[src/roll_rate_thruster_pwm_defines.svh]
// assertion macros for the roll-rate thruster pwm block
// no dependencies; included by the top level only
`ifndef ROLL_RATE_THRUSTER_PWM_DEFINES_SVH
`define ROLL_RATE_THRUSTER_PWM_DEFINES_SVH

`ifndef NO_ASSERTIONS

`define RRT_ASSERT_SAME(label, clk, rst_n, ante, cons) \
    label: assert property (@(posedge clk) disable iff (!rst_n) (ante) |-> (cons)) \
        else $error("rrt check failed: same-cycle implication");

`define RRT_ASSERT_NEXT(label, clk, rst_n, ante, cons) \
    label: assert property (@(posedge clk) disable iff (!rst_n) (ante) |=> (cons)) \
        else $error("rrt check failed: next-cycle implication");

`else

`define RRT_ASSERT_SAME(label, clk, rst_n, ante, cons)

`define RRT_ASSERT_NEXT(label, clk, rst_n, ante, cons)

`endif

`endif

[src/rrt_pkg.sv]
// shared types, constants and register codes for the roll-rate thruster pwm block
// no dependencies
`timescale 1ns / 1ps
`default_nettype none

package rrt_pkg;

    localparam int unsigned RATE_SCALE  = 7528;
    localparam int unsigned RECIP_SHIFT = 44;
    localparam logic [31:0] RATE_RECIP  =
        32'((64'd1 << RECIP_SHIFT) / 64'(RATE_SCALE));
    localparam logic [16:0] FULL_DUTY   = 17'h10000;
    localparam logic [16:0] DUTY_SAT    = 17'h1FFFF;

    localparam logic [14:0] DEADBAND_RESET  = 15'd603;
    localparam logic [15:0] GAIN_RESET      = 16'd27525;
    localparam logic [15:0] MIN_DUTY_RESET  = 16'd4915;
    localparam logic [15:0] PERIOD_RESET    = 16'd200;
    localparam logic [31:0] RUN_LIMIT_RESET = 32'd15000;

    typedef enum logic [2:0] {
        REG_DEADBAND  = 3'd0,
        REG_GAIN      = 3'd1,
        REG_MIN_DUTY  = 3'd2,
        REG_PERIOD    = 3'd3,
        REG_RUN_LIMIT = 3'd4
    } rrt_reg_idx_t;

    typedef enum logic [1:0] {
        ST_IDLE,
        ST_RECIP,
        ST_CORR,
        ST_UPDATE
    } rrt_state_t;

    typedef struct packed {
        logic signed [15:0] gyro_sample;
        logic [31:0]        now_ms;
    } rrt_in_t;

    typedef struct packed {
        logic        drive_cw;
        logic        drive_ccw;
        logic        armed;
        logic [16:0] duty_q16;
    } rrt_out_t;

    typedef struct packed {
        logic [14:0] deadband_counts;
        logic [15:0] gain_q16;
        logic [15:0] min_duty_q16;
        logic [15:0] period_ms;
        logic [31:0] run_limit_ms;
    } rrt_cfg_t;

    typedef struct packed {
        logic load;
        logic recip;
        logic corr;
        logic finish;
    } rrt_cmd_t;

    typedef struct packed {
        logic out_free;
    } rrt_status_t;

endpackage

`default_nettype wire

[src/rrt_ctrl.sv]
// controller state machine: sequences accept, reciprocal multiply, correction, pwm update
// depends on rrt_pkg
`timescale 1ns / 1ps
`default_nettype none

module rrt_ctrl
    import rrt_pkg::*;
(
    input  wire logic        clk,
    input  wire logic        rst_n,
    input  wire logic        sample_valid,
    output logic             sample_ready,
    input  wire rrt_status_t status,
    output rrt_cmd_t         cmd
);

    rrt_state_t state_reg;
    rrt_state_t state_next;

    always_ff @(posedge clk or negedge rst_n)
    begin
        if (!rst_n)
        begin
            state_reg <= ST_IDLE;
        end
        else
        begin
            state_reg <= state_next;
        end
    end

    always_comb
    begin
        state_next   = state_reg;
        sample_ready = 1'b0;
        cmd          = '0;
        case (state_reg)
            ST_IDLE:
            begin
                sample_ready = 1'b1;
                if (sample_valid)
                begin
                    cmd.load   = 1'b1;
                    state_next = ST_RECIP;
                end
            end
            ST_RECIP:
            begin
                cmd.recip  = 1'b1;
                state_next = ST_CORR;
            end
            ST_CORR:
            begin
                cmd.corr   = 1'b1;
                state_next = ST_UPDATE;
            end
            ST_UPDATE:
            begin
                // hold until the result register can take the request
                if (status.out_free)
                begin
                    cmd.finish = 1'b1;
                    state_next = ST_IDLE;
                end
            end
            default:
            begin
                state_next = ST_IDLE;
            end
        endcase
    end

endmodule

`default_nettype wire

[src/rrt_datapath.sv]
// datapath: duty computation, pwm state and result register
// depends on rrt_pkg
`timescale 1ns / 1ps
`default_nettype none

module rrt_datapath
    import rrt_pkg::*;
(
    input  wire logic     clk,
    input  wire logic     rst_n,
    input  wire rrt_cfg_t cfg,
    input  wire rrt_in_t  sample,
    input  wire rrt_cmd_t cmd,
    output rrt_status_t   status,
    output logic          result_valid,
    input  wire logic     result_ready,
    output rrt_out_t      result
);

    logic [15:0] mag;
    logic [31:0] prod_full;
    logic [62:0] recip_prod;
    logic [31:0] q0_times_scale;
    logic [31:0] rem;
    logic [18:0] quot;
    logic [16:0] duty_sat;

    logic [31:0] now_reg;
    logic        neg_reg;
    logic        band_reg;
    logic        armed_reg;
    logic [30:0] prod_reg;
    logic [18:0] q0_reg;
    logic [16:0] duty_reg;

    logic        level_reg;
    logic        level_next;
    logic [31:0] last_toggle_reg;
    logic [31:0] last_toggle_next;
    logic [15:0] interval_reg;
    logic [15:0] interval_next;

    logic        result_valid_reg;
    rrt_out_t    result_reg;

    logic        active;
    logic        full_on;
    logic        below_min;
    logic [31:0] elapsed;
    logic        expired;
    logic [16:0] frac;
    logic [32:0] ival_prod;

    // magnitude and gain product straight off the accepted request
    assign mag       = sample.gyro_sample[15] ? 16'(~sample.gyro_sample + 16'sd1)
                                              : 16'(sample.gyro_sample);
    assign prod_full = 32'(mag) * 32'(cfg.gain_q16);

    // divide by the rate scale: reciprocal estimate, then one-step correction
    assign recip_prod     = 63'(prod_reg) * 63'(RATE_RECIP);
    assign q0_times_scale = 32'(q0_reg) * 32'(RATE_SCALE);
    assign rem            = 32'(prod_reg) - q0_times_scale;
    assign quot           = (rem >= 32'(RATE_SCALE)) ? q0_reg + 19'd1 : q0_reg;
    assign duty_sat       = (quot > 19'(DUTY_SAT)) ? DUTY_SAT : quot[16:0];

    // pwm update
    assign active    = armed_reg && band_reg;
    assign full_on   = duty_reg[16];
    assign below_min = duty_reg < {1'b0, cfg.min_duty_q16};
    assign elapsed   = now_reg - last_toggle_reg;
    assign expired   = elapsed >= {16'd0, interval_reg};
    assign frac      = level_reg ? (FULL_DUTY - duty_reg) : duty_reg;
    assign ival_prod = 33'(frac) * 33'(cfg.period_ms);

    always_comb
    begin
        level_next       = level_reg;
        last_toggle_next = last_toggle_reg;
        interval_next    = interval_reg;
        if (active)
        begin
            if (full_on)
            begin
                level_next = 1'b1;
            end
            else if (below_min)
            begin
                level_next = 1'b0;
            end
            else if (expired)
            begin
                level_next       = ~level_reg;
                last_toggle_next = now_reg;
                interval_next    = ival_prod[31:16];
            end
        end
    end

    always_ff @(posedge clk)
    begin
        if (cmd.load)
        begin
            now_reg   <= sample.now_ms;
            neg_reg   <= sample.gyro_sample[15];
            band_reg  <= mag >= {1'b0, cfg.deadband_counts};
            armed_reg <= sample.now_ms < cfg.run_limit_ms;
            prod_reg  <= prod_full[30:0];
        end
        if (cmd.recip)
        begin
            q0_reg <= recip_prod[RECIP_SHIFT +: 19];
        end
        if (cmd.corr)
        begin
            duty_reg <= armed_reg ? duty_sat : 17'd0;
        end
        if (cmd.finish)
        begin
            result_reg.drive_cw  <= active && !neg_reg && level_next;
            result_reg.drive_ccw <= active && neg_reg && level_next;
            result_reg.armed     <= armed_reg;
            result_reg.duty_q16  <= duty_reg;
        end
    end

    always_ff @(posedge clk or negedge rst_n)
    begin
        if (!rst_n)
        begin
            level_reg        <= 1'b0;
            last_toggle_reg  <= '0;
            interval_reg     <= PERIOD_RESET;
            result_valid_reg <= 1'b0;
        end
        else
        begin
            if (cmd.finish)
            begin
                level_reg       <= level_next;
                last_toggle_reg <= last_toggle_next;
                interval_reg    <= interval_next;
            end
            if (cmd.finish)
            begin
                result_valid_reg <= 1'b1;
            end
            else if (result_ready)
            begin
                result_valid_reg <= 1'b0;
            end
        end
    end

    assign status.out_free = !result_valid_reg || result_ready;
    assign result_valid    = result_valid_reg;
    assign result          = result_reg;

endmodule

`default_nettype wire

[src/roll_rate_thruster_pwm.sv]
// top level: configuration registers, controller and datapath of the roll-rate thruster pwm
// depends on rrt_pkg, rrt_ctrl, rrt_datapath and roll_rate_thruster_pwm_defines.svh
//
//  channel   handshake                     payload
//  sample    sample_valid / sample_ready   sample (gyro_sample, now_ms)
//  result    result_valid / result_ready   result (drive_cw, drive_ccw, armed, duty_q16)
//  config    cfg_we                        cfg_index, cfg_data
//
// per item: accept with |sample| * gain, reciprocal multiply by 1/7528,
// remainder correction and saturation, pwm update with the interval multiply
// the four multiplies fall in separate steps of the controller, one item in flight
// reset restores config, controller state, pwm state and result_valid; no clearing pass
// a result not taken holds the pwm update step; no new sample is taken until it completes
`timescale 1ns / 1ps
`default_nettype none
`include "roll_rate_thruster_pwm_defines.svh"

module roll_rate_thruster_pwm
    import rrt_pkg::*;
(
    input  wire logic        clk,
    input  wire logic        rst_n,
    input  wire logic        sample_valid,
    output logic             sample_ready,
    input  wire rrt_in_t     sample,
    output logic             result_valid,
    input  wire logic        result_ready,
    output rrt_out_t         result,
    input  wire logic        cfg_we,
    input  wire logic [2:0]  cfg_index,
    input  wire logic [31:0] cfg_data
);

    rrt_cfg_t    cfg_reg;
    rrt_cmd_t    cmd;
    rrt_status_t status;

    logic        disarmed_out;
    logic        quiet_out;
    logic        both_drives;

    always_ff @(posedge clk or negedge rst_n)
    begin
        if (!rst_n)
        begin
            cfg_reg.deadband_counts <= DEADBAND_RESET;
            cfg_reg.gain_q16        <= GAIN_RESET;
            cfg_reg.min_duty_q16    <= MIN_DUTY_RESET;
            cfg_reg.period_ms       <= PERIOD_RESET;
            cfg_reg.run_limit_ms    <= RUN_LIMIT_RESET;
        end
        else if (cfg_we)
        begin
            case (rrt_reg_idx_t'(cfg_index))
                REG_DEADBAND:  cfg_reg.deadband_counts <= cfg_data[14:0];
                REG_GAIN:      cfg_reg.gain_q16        <= cfg_data[15:0];
                REG_MIN_DUTY:  cfg_reg.min_duty_q16    <= cfg_data[15:0];
                REG_PERIOD:    cfg_reg.period_ms       <= cfg_data[15:0];
                REG_RUN_LIMIT: cfg_reg.run_limit_ms    <= cfg_data;
                default:       ;
            endcase
        end
    end

    rrt_ctrl u_ctrl (
        .clk          (clk),
        .rst_n        (rst_n),
        .sample_valid (sample_valid),
        .sample_ready (sample_ready),
        .status       (status),
        .cmd          (cmd)
    );

    rrt_datapath u_datapath (
        .clk          (clk),
        .rst_n        (rst_n),
        .cfg          (cfg_reg),
        .sample       (sample),
        .cmd          (cmd),
        .status       (status),
        .result_valid (result_valid),
        .result_ready (result_ready),
        .result       (result)
    );

    assign disarmed_out = result_valid && !result.armed;
    assign quiet_out    = !result.drive_cw && !result.drive_ccw && (result.duty_q16 == 17'd0);
    assign both_drives  = result.drive_cw && result.drive_ccw;

    `RRT_ASSERT_SAME(a_disarmed_quiet, clk, rst_n, disarmed_out, quiet_out)

    `RRT_ASSERT_SAME(a_one_side_only, clk, rst_n, result_valid, !both_drives)

    `RRT_ASSERT_NEXT(a_busy_after_accept, clk, rst_n, sample_valid && sample_ready, !sample_ready)

endmodule

`default_nettype wire
[config.mk]
export PLATFORM = sky130hd
export DESIGN_NAME = roll_rate_thruster_pwm
export DESIGN_NICKNAME = d
export VERILOG_FILES = /design/src/rrt_pkg.sv /design/src/rrt_ctrl.sv /design/src/rrt_datapath.sv /design/src/roll_rate_thruster_pwm.sv
export VERILOG_INCLUDE_DIRS = /design/src /design/src/src
export SDC_FILE = /design/constraint.sdc
export NUM_CORES = 2
export LEC_CHECK = 0
export BUFFER_PORTS_ARGS = -buffer_cell sky130_fd_sc_hd__buf_2
export CAP_MARGIN = 20
export CORE_ASPECT_RATIO = 0.7
export CORE_MARGIN = 1
export CORE_UTILIZATION = 40
export DETAILED_ROUTE_END_ITERATION = 12
export SKIP_CTS_REPAIR_TIMING = 1
export SYNTH_ARGS = -nofsm -noshare
export SYNTH_HDL_FRONTEND = slang
export SYNTH_SLANG_ARGS = --single-unit
[constraint.sdc]
create_clock -name clk -period 12.2 [get_ports clk]
set_clock_uncertainty 0.1 [all_clocks]
set_input_delay 1.22 -clock clk [delete_from_list [all_inputs] [get_ports clk]]
set_output_delay 1.22 -clock clk [all_outputs]
set_load 0.1 [all_outputs]
; Word-level counts from Yosys, hierarchy flattened
; Cells that the tools add are included.
[totals]
output_inout_bits = 22
elab_cells = 87
regBits = 269
[classes]
n_lt_le_gt_ge = 6
muxes = 20
addsub = 5
multipliers = 4
reduce_logical = 18
eq_ne = 9
bitwise = 4
[op_table]
columns = cell, count
row1 = "31-bit by 32-bit multiplier with 63-bit output, second input constant", 1
row2 = 17-bit two-way mux, 2
row3 = "32-bit by 13-bit >= comparator with 1-bit output, second input constant", 1
row4 = 32-bit by 16-bit >= comparator with 1-bit output, 1
row5 = 32-bit < comparator, 1
row6 = 17-bit by 16-bit multiplier with 32-bit output, 1
row7 = 31-bit by 32-bit subtractor with 32-bit output, 1
row8 = 32-bit subtractor, 1
row9 = 16-bit by 16-bit multiplier with 31-bit output, 1
row10 = "19-bit by 10-bit multiplier with 29-bit output, second input constant", 1
row11 = "19-bit by 1-bit adder with 19-bit output, second input constant", 1
row12 = "19-bit by 17-bit > comparator with 1-bit output, second input constant", 1
row13 = 19-bit two-way mux, 1
row14 = 17-bit by 16-bit < comparator with 1-bit output, 1
row15 = "17-bit subtractor, first input constant", 1
row16 = "16-bit by 2-bit adder with 16-bit output, second input constant", 1
row17 = 16-bit by 15-bit >= comparator with 1-bit output, 1
row18 = 16-bit two-way mux, 1
row19 = 16-bit inverter, 1
row20 = 1-bit two-way mux, 13
row21 = 2-bit AND reduction, 6
row22 = 2-bit one-hot mux with 4 select lines, 1
row23 = "3-bit by 2-bit equality test with 1-bit output, second input constant", 2
row24 = 1-bit logical AND, 5
row25 = 13 further kinds, 19

; Depth between registers and ports, before layout
[logic_depth]
ltp_word = 7
mapped_depth = 37

; Hierarchy
; Synthesis repeated with hierarchy kept, for this count alone.
[unflattened]
hier_cells = 5134
hier_area_um2 = 50154.4
[modules_own_cells]
columns = module, n_inst, cells_per_inst, area_per_inst_um2
row1 = rrt_datapath, 1, 4914, 46283.1
row2 = roll_rate_thruster_pwm, 1, 205, 3697.3
row3 = rrt_ctrl, 1, 15, 173.9

; Worst setup path after synthesis
; No wires, ideal clock.
[synth_timing]
path_kind = reg-to-reg
start = reg u_datapath.q0_reg[0]
end = reg u_datapath.duty_reg[10] (data pin)
synth_period_minus_slack_ns = 8.804
required_ns = 11.830
path_stages_with_launch = 35
setup_time_ns = 0.270
path_slack_ns = 3.396
arrival_time_ns = 8.433
path_buffers = 3
path_cell_list = edfxtp_1 -> fa_1 -> fa_1 -> inv_1 -> fa_1 -> inv_1 -> fa_1 -> inv_1 -> fa_1 -> inv_1 -> ha_1 -> a21o_1 -> a21o_1 -> a31o_2 -> o311a_1 -> o31ai_1 -> a21oi_1 -> o41ai_1 -> o21bai_1 -> a21oi_1 -> xor2_1 -> ha_1 -> buf_1 -> and3_1 -> a211oi_1 -> o311ai_0 -> nand4b_1 -> nor4bb_1 -> and4_1 -> nand4_1 -> or4_1 -> buf_2 -> o211ai_2 -> buf_2 -> a31oi_1
[synth_via]
elab_chain_len = 6
elab_cells_between_ends = 7
cone_classes = add/sub: 2 / mul: 1 / order compare: 2 / mux: 2
[synth_rtl]
columns = element, line_no
row1 = "start, declared", rrt_datapath.sv:33  ; logic [18:0] q0_reg;
row2 = "start signal, assigned", rrt_datapath.sv:111  ; q0_reg <= recip_prod[RECIP_SHIFT +: 19];
row3 = 19-bit by 10-bit multiplier with 29-bit output, rrt_datapath.sv:61  ; assign q0_times_scale = 32'(q0_reg) * 32'(RATE_SCALE);
row4 = 31-bit by 32-bit subtractor with 32-bit output, rrt_datapath.sv:62  ; assign rem = 32'(prod_reg) - q0_times_scale;
row5 = 32-bit by 13-bit >= comparator with 1-bit output, rrt_datapath.sv:63  ; assign quot = (rem >= 32'(RATE_SCALE)) ? q0_reg + 19'd1 : q0_reg;
row6 = 19-bit two-way mux (*), rrt_datapath.sv:63
row7 = 19-bit by 17-bit > comparator with 1-bit output, rrt_datapath.sv:64  ; assign duty_sat = (quot > 19'(DUTY_SAT)) ? DUTY_SAT : quot[16:0];
row8 = 17-bit two-way mux (*), rrt_datapath.sv:64
row9 = "end signal, assigned", rrt_datapath.sv:115  ; duty_reg <= armed_reg ? duty_sat : 17'd0;
row10 = "end, declared", rrt_datapath.sv:34  ; logic [16:0] duty_reg;
; Every way passes the cells marked *; elsewhere a longest branch is shown, timed or not.
; A chain may end at the register's enable or synchronous reset.

; Final worst setup path
[layout_timing]
start = reg u_datapath.q0_reg[1]
end = reg u_datapath.duty_reg[13] (data pin)
; Same word-level chain as after synthesis.

==> out/results.txt <==
most frequent cells in the layout: 1,239 x inv_1, 819 x ha_1, 757 x fa_1
Critical Path AT: 11,000 ps
Data required, critical path: 12,370 ps
initial antenna violation count: 3
Startpoint Class: flop
initial DRC count: 2,290
Buf/Inv on CP: 6
Detail Route Antenna Nets: 0
fin area: 0.05353 sq mm
Via Count: 35,320
Crit Path Max Fanout: 17
CP Class: reg -> reg
clock sink count: 269
EDFF count, synth: 122
RSZ-0062 raised after global routing: no
register area share after synthesis: 14.88%
DRC Markers: 0
cell family with most CP delay: compound AO/OA/AOI/OAI gates
part of the cycle the worst path needs: 88.73%
min Tclk post-route: 10,830 ps
layout cell share with drive strength beyond 1: 7.012%
Core Region: 0.1224 sq mm
flops & latches, synth: 269
Yosys top cell area share: 30.54%
largest net degree at the start of global routing: 81
top cells by area, synth: fa_1 31%, ha_1 21%, inv_1 9.4%, edfxtp_1 7.4%, dfrtp_1 5.7%
clk_lat worst skew: 570 ps
Total Routed Length: 129.7 mm
RePlAce Congestion: 0.9230
Worst slew margin: 26.13%
Finish-stage setup viols: 0
Clock Path Buffers: 3
Hold Crit Class: reg -> reg
DPL Wire Length: 107.2 mm
CTS root buf: clkbuf_16
Critical Path Sink Type: flop
Num CTS Buffers: 36
critical path's largest stage delay: 970 ps
Main synth FF type: edfxtp_1
first-pass GRT wire length: 206.2 mm
vias in the first global route: 35,980
GRT Total Usage: 21.10%
H-tree lvl count: 2
Crit path top cell by count: inv_1
Syn Nets: 6,838
row count: 107
mapped cell area: 0.04962 sq mm
final hold vios: 0
Mapped Cells: 5,174
post-synth cell types: 84
commonest non-fill, non-tap cell in the layout: inv_1
maxcap violations: 0
die area: 0.1255 sq mm
nets@finish: 6,913
Slew @ Worst Pin: 1108 ps
outcome: completed
setup TNS: 0 ps
# IOs: 110
routed vias/inst: 5.109
WL/cell: 18.76 um
Mapped Avg Cell Area: 9.591 sq um
grt ovf: 0
ys async rst share: 54.65%
die extent in y: 296.7 um
clock slew at reported path FFs: 60 ps
post-synthesis cell type with the largest combined area: fa_1
synth warn: 0
Slew Limit Fails: 0
placed inst area: 0.05219 sq mm
Starting Density: 40.55%
Largest register FFs: 95
CTS tree: done
Area growth syn-to-layout: 7.872%
IO Port Bufs: 109
FILL cells: 11,830
DRT Pass-1 Iters: 5
Die X: 423.0 um
f_max: 92.37 MHz
slowest CP cell: or4_1
## layer usage
layer	vias to the layer above	track usage, %	share of wire, %
met5	-	0	0
met4	0	3.821	1.5
li1	16640	-	-
met3	101	4.064	7.3
met2	960	29.91	41
met1	17620	33.08	50
## path summary, 6_finish.rpt
check	startpoint	to	slack, ps	cells past startpoint
min	u_datapath.last_toggle_reg[6]	u_datapath.last_toggle_reg[6]	400	1
max reg2reg	u_datapath.q0_reg[1]	u_datapath.duty_reg[13]	1370	31
max in group asynchronous	rst_n	cfg_reg[87]	9910	2
min in group asynchronous	rst_n	cfg_reg[8]	620	1
min reg2reg	u_datapath.last_toggle_reg[6]	u_datapath.last_toggle_reg[6]	400	1
max	u_datapath.q0_reg[1]	u_datapath.duty_reg[13]	1370	31
## metrics by stage
step	hold slack (ps)	utilization (%)	instances	setup WS, ps
finish	401.6	43.75	6914	1375
global route	419.4	43.74	6913	708.6
CTS	405.5	43.71	6910	1484
detailed placement	392.3	42.65	6844	1518
global placement	386.7	42.65	6844	1623
floorplan	324.4	-	5174	3396
## synthesized netlist by cell type (all sizes together) (43+ instances only)
cell type,number
inv,1239
ha,819
fa,757
nand2,521
and2,178
o21ai,165
a21oi,147
edfxtp,122
nor2,116
dfrtp,113
xnor2,107
clkbuf,106
a21o,100
mux2,71
nand3,43
## worst reg2reg max path: cells and delay by family (launching register included)
family | cells | cell delay (ps)
AO/OA/AOI/OAI | 12 | 3790
adder cells (fa/ha/maj) | 7 | 3470
AND/OR/NAND/NOR | 5 | 1960
buffers and inverters | 6 | 510
flip-flops | 1 | 480
XOR/XNOR | 1 | 210
## cells by family after synthesis
kind of cell,synth area share [%]
AOI/OAI and AO/OA,8.406
muxes,2.068
xor gates and xnor gates,2.612
and+or+nand+nor,10.40
buffers and inverters,10.44
adders and majority gates,51.19
DFF,14.88
## final cells by class
type / count / area [sq um] / share of cell area [%]
multi-input combinational: 3538 / 37150 / 69.40
sequential: 269 / 7385 / 13.80
inverter: 1240 / 4654 / 8.695
tap: 1635 / 2046 / 3.822
timing repair buffer: 164 / 984.7 / 1.840
clock buffer: 41 / 962.2 / 1.797
clock inverter: 25 / 341.6 / 0.6381
antenna: 2 / 5.005 / 0.009350
Power is left out: the tool's default activity adds up to more than one toggle a clock period on the data nets, which glitch-free logic cannot reach.
